[src/design/midpoint_circle_rasterizer_assert.svh]
// ----------------------------------------------------------------------------
// Midpoint circle rasterizer assertion macros
// Shared concurrent assertion forms used by the rasterizer modules.
// ----------------------------------------------------------------------------
`ifndef MIDPOINT_CIRCLE_RASTERIZER_ASSERT_SVH
`define MIDPOINT_CIRCLE_RASTERIZER_ASSERT_SVH

// Same-cycle implication, checked outside reset.
`define MCR_ASSERT_NOW(lbl, clk, rst_n, ante, cons) \
  lbl: assert property (@(posedge clk) disable iff (!rst_n) (ante) |-> (cons)) \
    else $error("midpoint circle rasterizer: same-cycle check failed");

// Next-cycle implication, checked outside reset.
`define MCR_ASSERT_NEXT(lbl, clk, rst_n, ante, cons) \
  lbl: assert property (@(posedge clk) disable iff (!rst_n) (ante) |=> (cons)) \
    else $error("midpoint circle rasterizer: next-cycle check failed");

`endif

[src/design/mcr_pkg.sv]
// ----------------------------------------------------------------------------
// mcr_pkg
// Widths, constants and the job record shared by the circle rasterizer.
// ----------------------------------------------------------------------------
`default_nettype none

package mcr_pkg;

  // Field widths.
  localparam int COORD_BITS  = 12;
  localparam int RADIUS_BITS = 10;
  localparam int DEC_BITS    = RADIUS_BITS + 4;
  localparam int OUT_BITS    = COORD_BITS + 1;
  localparam int SUM_BITS    = RADIUS_BITS + 6;

  // Job queue depth; must be a power of two.
  localparam int JOBQ_DEPTH  = 2;
  localparam int JOBQ_AW     = $clog2(JOBQ_DEPTH);

  // Number of symmetric points per circle position.
  localparam int NUM_POINTS  = 8;
  localparam int IDX_BITS    = $clog2(NUM_POINTS);
  localparam logic [IDX_BITS-1:0] IDX_LAST = IDX_BITS'(NUM_POINTS - 1);

  // Request modes.
  localparam logic MODE_START = 1'b0;
  localparam logic MODE_STEP  = 1'b1;

  // Decision update constants of the midpoint rule.
  localparam logic signed [DEC_BITS-1:0] DEC_INIT = DEC_BITS'(3);
  localparam logic signed [SUM_BITS-1:0] INC_LT   = SUM_BITS'(6);
  localparam logic signed [SUM_BITS-1:0] INC_GE   = SUM_BITS'(10);

  // One unit of work handed from the front to the back.
  typedef struct packed {
    logic                          done;
    logic signed [COORD_BITS-1:0]  cx;
    logic signed [COORD_BITS-1:0]  cy;
    logic        [RADIUS_BITS-1:0] x;
    logic        [RADIUS_BITS-1:0] y;
  } job_t;

endpackage

`default_nettype wire

[src/design/mcr_front.sv]
// ----------------------------------------------------------------------------
// mcr_front
// Accepts requests, keeps the circle state and advances the midpoint
// decision, producing one job per request.
// ----------------------------------------------------------------------------
`default_nettype none
`include "midpoint_circle_rasterizer_assert.svh"

module mcr_front (
  input  wire logic                                  clk,
  input  wire logic                                  rst_n,
  input  wire logic                                  accept,
  input  wire logic                                  mode,
  input  wire logic signed [mcr_pkg::COORD_BITS-1:0] center_x,
  input  wire logic signed [mcr_pkg::COORD_BITS-1:0] center_y,
  input  wire logic        [mcr_pkg::RADIUS_BITS-1:0] radius,
  output mcr_pkg::job_t                              job
);

  logic                                  active_r, active_nxt;
  logic signed [mcr_pkg::COORD_BITS-1:0] cx_r, cx_nxt;
  logic signed [mcr_pkg::COORD_BITS-1:0] cy_r, cy_nxt;
  logic        [mcr_pkg::RADIUS_BITS-1:0] x_r, x_nxt;
  logic        [mcr_pkg::RADIUS_BITS-1:0] y_r, y_nxt;
  logic signed [mcr_pkg::DEC_BITS-1:0]    p_r, p_nxt;

  logic signed [mcr_pkg::SUM_BITS-1:0] xs, ys, ps, p_sum;
  logic                                step_done;

  // Widened operands for the decision update.
  assign xs = $signed({{(mcr_pkg::SUM_BITS-mcr_pkg::RADIUS_BITS){1'b0}}, x_r});
  assign ys = $signed({{(mcr_pkg::SUM_BITS-mcr_pkg::RADIUS_BITS){1'b0}}, y_r});
  assign ps = mcr_pkg::SUM_BITS'(p_r);

  // A step with no circle, or one that has reached the diagonal, is done.
  assign step_done = !active_r || (x_r >= y_r);

  // Midpoint decision rule.
  always_comb begin
    if (p_r < 0) begin
      p_sum = ps + (xs <<< 2) + mcr_pkg::INC_LT;
    end else begin
      p_sum = ps + ((xs - ys) <<< 2) + mcr_pkg::INC_GE;
    end
  end

  // Next circle state.
  always_comb begin
    active_nxt = active_r;
    cx_nxt     = cx_r;
    cy_nxt     = cy_r;
    x_nxt      = x_r;
    y_nxt      = y_r;
    p_nxt      = p_r;
    if (accept) begin
      if (mode == mcr_pkg::MODE_START) begin
        active_nxt = 1'b1;
        cx_nxt     = center_x;
        cy_nxt     = center_y;
        x_nxt      = '0;
        y_nxt      = radius;
        p_nxt      = mcr_pkg::DEC_INIT -
                     mcr_pkg::DEC_BITS'({radius, 1'b0});
      end else if (step_done) begin
        active_nxt = 1'b0;
      end else begin
        x_nxt = x_r + 1'b1;
        p_nxt = p_sum[mcr_pkg::DEC_BITS-1:0];
        if (p_r >= 0) begin
          y_nxt = y_r - 1'b1;
        end
      end
    end
  end

  // The job reflects the state after this request.
  always_comb begin
    job.done = (mode == mcr_pkg::MODE_STEP) && step_done;
    job.cx   = cx_nxt;
    job.cy   = cy_nxt;
    job.x    = x_nxt;
    job.y    = y_nxt;
  end

  // Circle state registers.
  always_ff @(posedge clk) begin
    if (!rst_n) begin
      active_r <= 1'b0;
      cx_r     <= '0;
      cy_r     <= '0;
      x_r      <= '0;
      y_r      <= '0;
      p_r      <= '0;
    end else begin
      active_r <= active_nxt;
      cx_r     <= cx_nxt;
      cy_r     <= cy_nxt;
      x_r      <= x_nxt;
      y_r      <= y_nxt;
      p_r      <= p_nxt;
    end
  end

  // A start always leaves an active circle at the top of the arc.
  `MCR_ASSERT_NEXT(a_start_loads, clk, rst_n,
    accept && (mode == mcr_pkg::MODE_START), active_r && (x_r == '0))
  // A finished step always drops the circle.
  `MCR_ASSERT_NEXT(a_done_clears, clk, rst_n, accept && job.done, !active_r)

endmodule

`default_nettype wire

[src/design/mcr_jobq.sv]
// ----------------------------------------------------------------------------
// mcr_jobq
// Short queue of jobs between the front and the back.
// ----------------------------------------------------------------------------
`default_nettype none
`include "midpoint_circle_rasterizer_assert.svh"

module mcr_jobq (
  input  wire logic clk,
  input  wire logic rst_n,
  input  wire logic wr_en,
  input  wire mcr_pkg::job_t wr_job,
  output logic      full,
  input  wire logic rd_en,
  output logic      head_valid,
  output mcr_pkg::job_t head_job
);

  mcr_pkg::job_t                   mem_r [mcr_pkg::JOBQ_DEPTH];
  logic [mcr_pkg::JOBQ_AW-1:0]     wr_ptr_r, wr_ptr_nxt;
  logic [mcr_pkg::JOBQ_AW-1:0]     rd_ptr_r, rd_ptr_nxt;
  logic [mcr_pkg::JOBQ_AW:0]       count_r, count_nxt;

  assign full       = (count_r == (mcr_pkg::JOBQ_AW+1)'(mcr_pkg::JOBQ_DEPTH));
  assign head_valid = (count_r != '0);
  assign head_job   = mem_r[rd_ptr_r];

  // Pointer and count updates.
  always_comb begin
    wr_ptr_nxt = wr_en ? wr_ptr_r + 1'b1 : wr_ptr_r;
    rd_ptr_nxt = rd_en ? rd_ptr_r + 1'b1 : rd_ptr_r;
    count_nxt  = count_r;
    if (wr_en && !rd_en) begin
      count_nxt = count_r + 1'b1;
    end else if (!wr_en && rd_en) begin
      count_nxt = count_r - 1'b1;
    end
  end

  always_ff @(posedge clk) begin
    if (!rst_n) begin
      wr_ptr_r <= '0;
      rd_ptr_r <= '0;
      count_r  <= '0;
    end else begin
      wr_ptr_r <= wr_ptr_nxt;
      rd_ptr_r <= rd_ptr_nxt;
      count_r  <= count_nxt;
    end
  end

  // Job storage.
  always_ff @(posedge clk) begin
    if (wr_en) begin
      mem_r[wr_ptr_r] <= wr_job;
    end
  end

  // Occupancy never runs past the depth and pointers agree with it.
  `MCR_ASSERT_NOW(a_count_bound, clk, rst_n, 1'b1,
    count_r <= (mcr_pkg::JOBQ_AW+1)'(mcr_pkg::JOBQ_DEPTH))
  `MCR_ASSERT_NOW(a_ptr_agree, clk, rst_n, 1'b1,
    (wr_ptr_r - rd_ptr_r) == count_r[mcr_pkg::JOBQ_AW-1:0])

endmodule

`default_nettype wire

[src/design/mcr_back.sv]
// ----------------------------------------------------------------------------
// mcr_back
// Expands each job into its eight symmetric pixels, or one done result,
// and holds the oldest result in an output register.
// ----------------------------------------------------------------------------
`default_nettype none
`include "midpoint_circle_rasterizer_assert.svh"

module mcr_back (
  input  wire logic clk,
  input  wire logic rst_n,
  input  wire logic job_valid,
  input  wire mcr_pkg::job_t job,
  output logic      job_pop,
  output logic      empty,
  input  wire logic pop,
  output logic signed [mcr_pkg::OUT_BITS-1:0] point_x,
  output logic signed [mcr_pkg::OUT_BITS-1:0] point_y,
  output logic      done_res,
  output logic      last
);

  logic [mcr_pkg::IDX_BITS-1:0] idx_r, idx_nxt;
  logic                         out_valid_r, out_valid_nxt;
  logic signed [mcr_pkg::OUT_BITS-1:0] px_r, py_r;
  logic                         done_r, last_r;

  logic                         emit, swap, neg_x, neg_y, emit_last;
  logic signed [mcr_pkg::OUT_BITS-1:0] cx_w, cy_w, offx, offy, px_w, py_w;

  // Point order: the first four use (x, y), the last four use (y, x).
  assign swap  = idx_r[2];
  assign neg_x = swap ? idx_r[1] : idx_r[0];
  assign neg_y = swap ? idx_r[0] : idx_r[1];

  assign cx_w = mcr_pkg::OUT_BITS'(job.cx);
  assign cy_w = mcr_pkg::OUT_BITS'(job.cy);
  assign offx = $signed(mcr_pkg::OUT_BITS'(swap ? job.y : job.x));
  assign offy = $signed(mcr_pkg::OUT_BITS'(swap ? job.x : job.y));

  // Pixel coordinates, or zero for a done result.
  always_comb begin
    if (job.done) begin
      px_w = '0;
      py_w = '0;
    end else begin
      px_w = neg_x ? cx_w - offx : cx_w + offx;
      py_w = neg_y ? cy_w - offy : cy_w + offy;
    end
  end

  // Emit when a job waits and the output register is free or draining.
  assign emit      = job_valid && (!out_valid_r || pop);
  assign emit_last = job.done || (idx_r == mcr_pkg::IDX_LAST);
  assign job_pop   = emit && emit_last;

  always_comb begin
    idx_nxt = idx_r;
    if (emit) begin
      idx_nxt = emit_last ? '0 : idx_r + 1'b1;
    end
    out_valid_nxt = out_valid_r;
    if (emit) begin
      out_valid_nxt = 1'b1;
    end else if (pop) begin
      out_valid_nxt = 1'b0;
    end
  end

  always_ff @(posedge clk) begin
    if (!rst_n) begin
      idx_r       <= '0;
      out_valid_r <= 1'b0;
    end else begin
      idx_r       <= idx_nxt;
      out_valid_r <= out_valid_nxt;
    end
  end

  // Output payload register.
  always_ff @(posedge clk) begin
    if (emit) begin
      px_r   <= px_w;
      py_r   <= py_w;
      done_r <= job.done;
      last_r <= emit_last;
    end
  end

  assign empty    = !out_valid_r;
  assign point_x  = px_r;
  assign point_y  = py_r;
  assign done_res = done_r;
  assign last     = last_r;

  // Mid-expansion means the job is still at the queue head.
  `MCR_ASSERT_NOW(a_mid_job, clk, rst_n, idx_r != '0, job_valid && !job.done)
  // A done result is never emitted in the middle of a pixel run.
  `MCR_ASSERT_NOW(a_done_at_start, clk, rst_n, emit && job.done, idx_r == '0)

endmodule

`default_nettype wire

[src/design/midpoint_circle_rasterizer.sv]
// ----------------------------------------------------------------------------
// midpoint_circle_rasterizer
// Midpoint circle rasterizer with eight-way symmetry and queue-style ports.
// ----------------------------------------------------------------------------
// A start request (mode 0) loads a center and radius and yields the eight
// symmetric pixels of the top of the arc; each step request (mode 1) advances
// the midpoint decision once and yields the next eight pixels, last marking
// the eighth. A step with no circle, or on or past the diagonal, yields one
// result with done_res set. The front accepts one request per cycle while
// its two-entry job queue has room; the back emits one result per cycle while
// its output register is free or being popped, so a pixel request yields eight
// results and a done request one. Results wait in an output register, so
// while pop is low requests are still taken only until that register and the
// job queue fill.
// ----------------------------------------------------------------------------
`default_nettype none

module midpoint_circle_rasterizer (
  input  wire logic                                   clk,
  input  wire logic                                   rst_n,
  input  wire logic                                   push,
  output logic                                        full,
  input  wire logic                                   in_mode,
  input  wire logic signed [mcr_pkg::COORD_BITS-1:0]  in_center_x,
  input  wire logic signed [mcr_pkg::COORD_BITS-1:0]  in_center_y,
  input  wire logic        [mcr_pkg::RADIUS_BITS-1:0] in_radius,
  output logic                                        empty,
  input  wire logic                                   pop,
  output logic signed [mcr_pkg::OUT_BITS-1:0]         out_point_x,
  output logic signed [mcr_pkg::OUT_BITS-1:0]         out_point_y,
  output logic                                        out_done_res,
  output logic                                        out_last
);

  logic          accept;
  logic          job_pop;
  logic          head_valid;
  mcr_pkg::job_t new_job;
  mcr_pkg::job_t head_job;

  // A request is taken whenever the job queue has room.
  assign accept = push && !full;

  mcr_front u_front (
    .clk      (clk),
    .rst_n    (rst_n),
    .accept   (accept),
    .mode     (in_mode),
    .center_x (in_center_x),
    .center_y (in_center_y),
    .radius   (in_radius),
    .job      (new_job)
  );

  mcr_jobq u_jobq (
    .clk        (clk),
    .rst_n      (rst_n),
    .wr_en      (accept),
    .wr_job     (new_job),
    .full       (full),
    .rd_en      (job_pop),
    .head_valid (head_valid),
    .head_job   (head_job)
  );

  mcr_back u_back (
    .clk       (clk),
    .rst_n     (rst_n),
    .job_valid (head_valid),
    .job       (head_job),
    .job_pop   (job_pop),
    .empty     (empty),
    .pop       (pop),
    .point_x   (out_point_x),
    .point_y   (out_point_y),
    .done_res  (out_done_res),
    .last      (out_last)
  );

endmodule

`default_nettype wire

[config.mk]
export PLATFORM = sky130hd
export DESIGN_NAME = midpoint_circle_rasterizer
export DESIGN_NICKNAME = d
export VERILOG_FILES = /design/src/design/mcr_pkg.sv /design/src/design/mcr_front.sv /design/src/design/mcr_jobq.sv /design/src/design/mcr_back.sv /design/src/design/midpoint_circle_rasterizer.sv
export VERILOG_INCLUDE_DIRS = /design/src /design/src/design
export SDC_FILE = /design/constraint.sdc
export NUM_CORES = 1
export LEC_CHECK = 0
export ABC_AREA = 1
export BUFFER_PORTS_ARGS = -buffer_cell sky130_fd_sc_hd__buf_2
export CORE_MARGIN = 5
export CORE_UTILIZATION = 40
export CTS_CLUSTER_SIZE = 20
export DETAILED_ROUTE_END_ITERATION = 6
export PLACE_DENSITY = 0.56
export SKIP_LAST_GASP = 1
export SYNTH_ARGS = -nofsm -noshare
export SYNTH_HDL_FRONTEND = slang
export SYNTH_SLANG_ARGS = --single-unit
[constraint.sdc]
create_clock -name clk -period 6.6 [get_ports clk]
set_clock_uncertainty 0.1 [all_clocks]
set_input_delay 1.65 -clock clk [delete_from_list [all_inputs] [get_ports clk]]
set_output_delay 1.65 -clock clk [all_outputs]
set_load 0.1 [all_outputs]
==> impl_metrics.yaml <==
run_status:
  status: "finished, final reports clean"
routing:
  drc: 0
  drt_pass1_iterations: 5
  drtAntennaViolNets: 0
  viasPerCell: 5.06
  drt_iter0_markers: 568
  wirelength_um: 30200
  wire_per_inst_um: 15.7
  vias: 9719
yosys:
  synth_mux_area_share_pct: 0.171
  synth_fa_ha_area_share_pct: 9.92
  ys_ff_latch: 185
  synth_area_mm2: 0.0117
  ys_seq_area_share_pct: 41.7
  synth_compound_area_share_pct: 14.2
  synthCells: 1477
  synthXorXnorAreaFrac_pct: 3.66
  yosysWarningCount: 0
  ys_types: 46
  yosys.area_share.simple_pct: 22.9
  avgSynthCellArea_um2: 7.94
  synth_top_family_by_area: "simple AND/OR/NAND/NOR gates"
  synthesis.nets: 1606
clock_tree:
  clkTransAtPathRegs_ns: 0.08
  cts_root_buffer: "clkbuf_16"
  clockBufferDepth: 2
  cts_tree: "yes"
  cts_max_level: 4
  ctsHoldBuffers: 0
  cts_resized: 0
  cts_buffers: 17
  cts_setup_buffers: 0
  clk_latency_ns: 0.45
  clock_sinks: 185
timing:
  max_slew_margin_pct: 24.2
  tightest_slew_ns: 1.14
  fin_tns_setup_ns: 0
  hold_viol_final: 0
  timing.final.crit_share_pct: 61.0
  maxClockFrequency_mhz: 249
  setup_slack_ns: 2.58
  rsz0062_at_grt: "false"
  finalSetupViolCount: 0
  report.final.slew_viol_count: 0
  fin_crit_ns: 4.02
power:
  p_total_w: 0.00682
  power.density_mw_per_mm2: 525
  ir_worst_vdd_mv: 0.184
  p_leak_nw: 5.89
place:
  gp_congestion: 0.915
  place_ws_ns: 2.49
  dp_hpwl_um: 22500
  io_buffers: 68
critical_path:
  cpPeakStageDelay_ns: 0.88
  cpMaxStageDelayCell: "dfxtp_1"
  cp.arrival_ns: 4.11
  ff2ff_setup_slack_ns: 2.58
  start_kind: "flop"
  reg2regPathDepth: 14
  r2r_start: "u_back.idx_r[2]"
  critical_path_class: "flop to flop"
  cp_top_family: "compound AO/OA/AOI/OAI gates"
  r2r-end: "u_back.point_x[9]"
  critPathBufInv: 1
  worstPathCellList: "inv_2 > o21ai_2 > ha_1 > nand2_1 > o21ai_0 > xnor2_1 > ha_1 > a21oi_1 > a21boi_0 > o21ai_0 > nand3_1 > nand3_1 > xor2_1 > nor2_1"
  worstPathMaxFanout: 25
  worstPathRequired_ns: 6.69
  endpoint_kind: "flop"
run:
  maxCapViolCount: 0
global_route:
  globalRouteTotalUtil_pct: 18.4
  grt_first_pass_wirelength_um: 48400
  grt_antenna_before_repair: 0
  grt_start_max_net_pins: 58
  grt_pass1_vias: 8890
  overflow: 0
layout:
  syn_to_final_growth_pct: 10.9
  layout-drive-gt1-share_pct: 10.1
  final_nets: 1653
  diodes: 0
  nFillCells: 2972
min_path:
  min_to: "u_front.cx_r[8]"
  min-delay-start: "u_front.cx_r[8]"
  hold_path.class: "flop to flop"
  hold_depth: 2
die:
  die_h_um: 181
  die_w_um: 181
  initial_core_util_pct: 40.6
  ioPinCount: 69
  dieArea_mm2: 0.0328
  placeableCoreArea_mm2: 0.0289
  rows: 62
==> cell usage after synthesis (all sizes together) <==
library cell	count	area share, %
edfxtp	118	30
o21a	4	0.26
nor3	8	0.34
or2	5	0.27
o2111ai	2	0.15
fa	5	0.85
xnor2	20	1.5
clkinv	2	0.064
nor2	131	4.5
nor3b	1	0.064
clkbuf	22	0.70
a211o	1	0.075
a211oi	27	1.7
nand3	95	4.2
buf	25	1.5
o22ai	1	0.053
a21oi	135	5.9
nand3b	3	0.19
o21ai	100	4.7
xor2	29	2.2
mux2i	2	0.17
a21boi	2	0.13
nand2	392	13
dfxtp	67	11
ha	85	9.1
nand4	10	0.53
o21bai	9	0.58
and2	1	0.053
inv	163	5.2
a21o	4	0.26
a31oi	8	0.43
==> power breakdown <==
| part | total (W) | internal [W] | switching [W] |
|---|---|---|---|
| sequential | 0.00173 | 0.00163 | 0.0000994 |
| combinational | 0.00402 | 0.00117 | 0.00284 |
| clock | 0.00108 | 0.000569 | 0.000510 |
| total | 0.00682 | 0.00337 | 0.00345 |
==> flip-flops by register name (all words and copies together) (netlist names), named ones only <==
signal and count:
u_front.x_r 10, u_front.cx_r 12, u_jobq.rd_ptr_r 1, u_front.active_r 1
u_jobq.count_r 2, u_back.out_valid_r 1, u_back.point_y 13, u_jobq.mem_r 90
u_front.cy_r 12, u_back.last 1, u_front.p_r 13, u_jobq.wr_ptr_r 1
u_back.done_res 1, u_back.idx_r 3, u_front.y_r 10, u_back.point_x 13
==> layer usage <==
| metal | GRT usage (%) | vias to the layer above | share of wire, % |
|---|---|---|---|
| met2 | 28.0 | 203 | 44 |
| met5 | 0 | - | 0 |
| li1 | - | 5039 | - |
| met4 | 4.02 | 0 | 1.1 |
| met3 | 2.43 | 23 | 4.4 |
| met1 | 27.8 | 4454 | 51 |
==> cell usage in the layout, fill, tap and decap left out, types with 5 or more instances in the layout <==
cell       synthesis  routed
nand4_1           10      10
edfxtp_1         118     118
nor3_1             8       8
ha_1              85      85
inv_1            156     156
clkbuf_16          0      18
buf_4              3       7
xor2_1            29      29
nor2_1           125     123
xnor2_1           20      20
clkinv_8           0       5
o21ai_1           16      16
inv_2              6       6
a21oi_1          132     131
or2_2              5       5
o21bai_1           9       9
o21ai_2           13      13
a31oi_1            8       8
buf_2             14      68
o21ai_0           71      71
fa_1               5       5
dfxtp_1           67      66
nand2_2            6       6
nand3_1           92      92
nand2_1          384     384
a211oi_1          27      27
==> area by class of cell <==
cell class                      count  area [um2]  area share (%)
Inverter                          165         622            4.78
Clock buffer                       19         454            3.49
Clock inverter                     13         175            1.35
Timing Repair Buffer               75         393            3.02
Sequential cell                   185        4890            37.6
Tap cell                          384         480            3.70
Multi-Input combinational cell   1080        5990            46.1
==> logic make-up after synthesis <==
| group | Yosys count |
|---|---|
| and+or+nand+nor | 646 |
| AOI/OAI and AO/OA | 293 |
| buffers and inverters | 212 |
| DFF | 185 |
| adders and majority gates | 90 |
| xor gates and xnor gates | 49 |
| muxes | 2 |
==> how the worst max path moves through the flow <==
stage / from / endpoint / slack [ns] / cells after the start
global route: u_back.idx_r[2] / u_back.point_x[9] / 2.20 / 15
global placement: in_mode / u_jobq.mem_r[0][23] / 2.54 / 6
finish: u_back.idx_r[2] / u_back.point_x[9] / 2.58 / 14
detailed placement: in_mode / u_jobq.mem_r[1][41] / 2.49 / 6
CTS: u_back.idx_r[2] / u_back.point_x[9] / 2.56 / 14
floorplan: push / u_jobq.mem_r[1][0] / 2.00 / 4
==> worst reg2reg max path, cell delays in order, from the launching register on <==
cell and delay [ns]:
dfxtp_1 0.88, inv_2 0.37, o21ai_2 0.28, ha_1 0.19, nand2_1 0.08, o21ai_0 0.20
xnor2_1 0.16, ha_1 0.32, a21oi_1 0.19, a21boi_0 0.37, o21ai_0 0.24, nand3_1 0.11
nand3_1 0.08, xor2_1 0.14, nor2_1 0.05
==> through the flow <==
step / utilization, % / instance area [um2] / hold slack, ns / std cells
3_3_place_gp: 42.9 / 12400 / 0.355 / 1889
4_1_cts: 45.1 / 13000 / 0.371 / 1921
5_1_grt: 45.1 / 13000 / 0.388 / 1921
6_report: 45.1 / 13000 / 0.368 / 1921
2_1_floorplan: - / 11700 / 0.342 / 1477
3_5_place_dp: 42.9 / 12400 / 0.355 / 1889
Power figures use the tool's default switching activity.
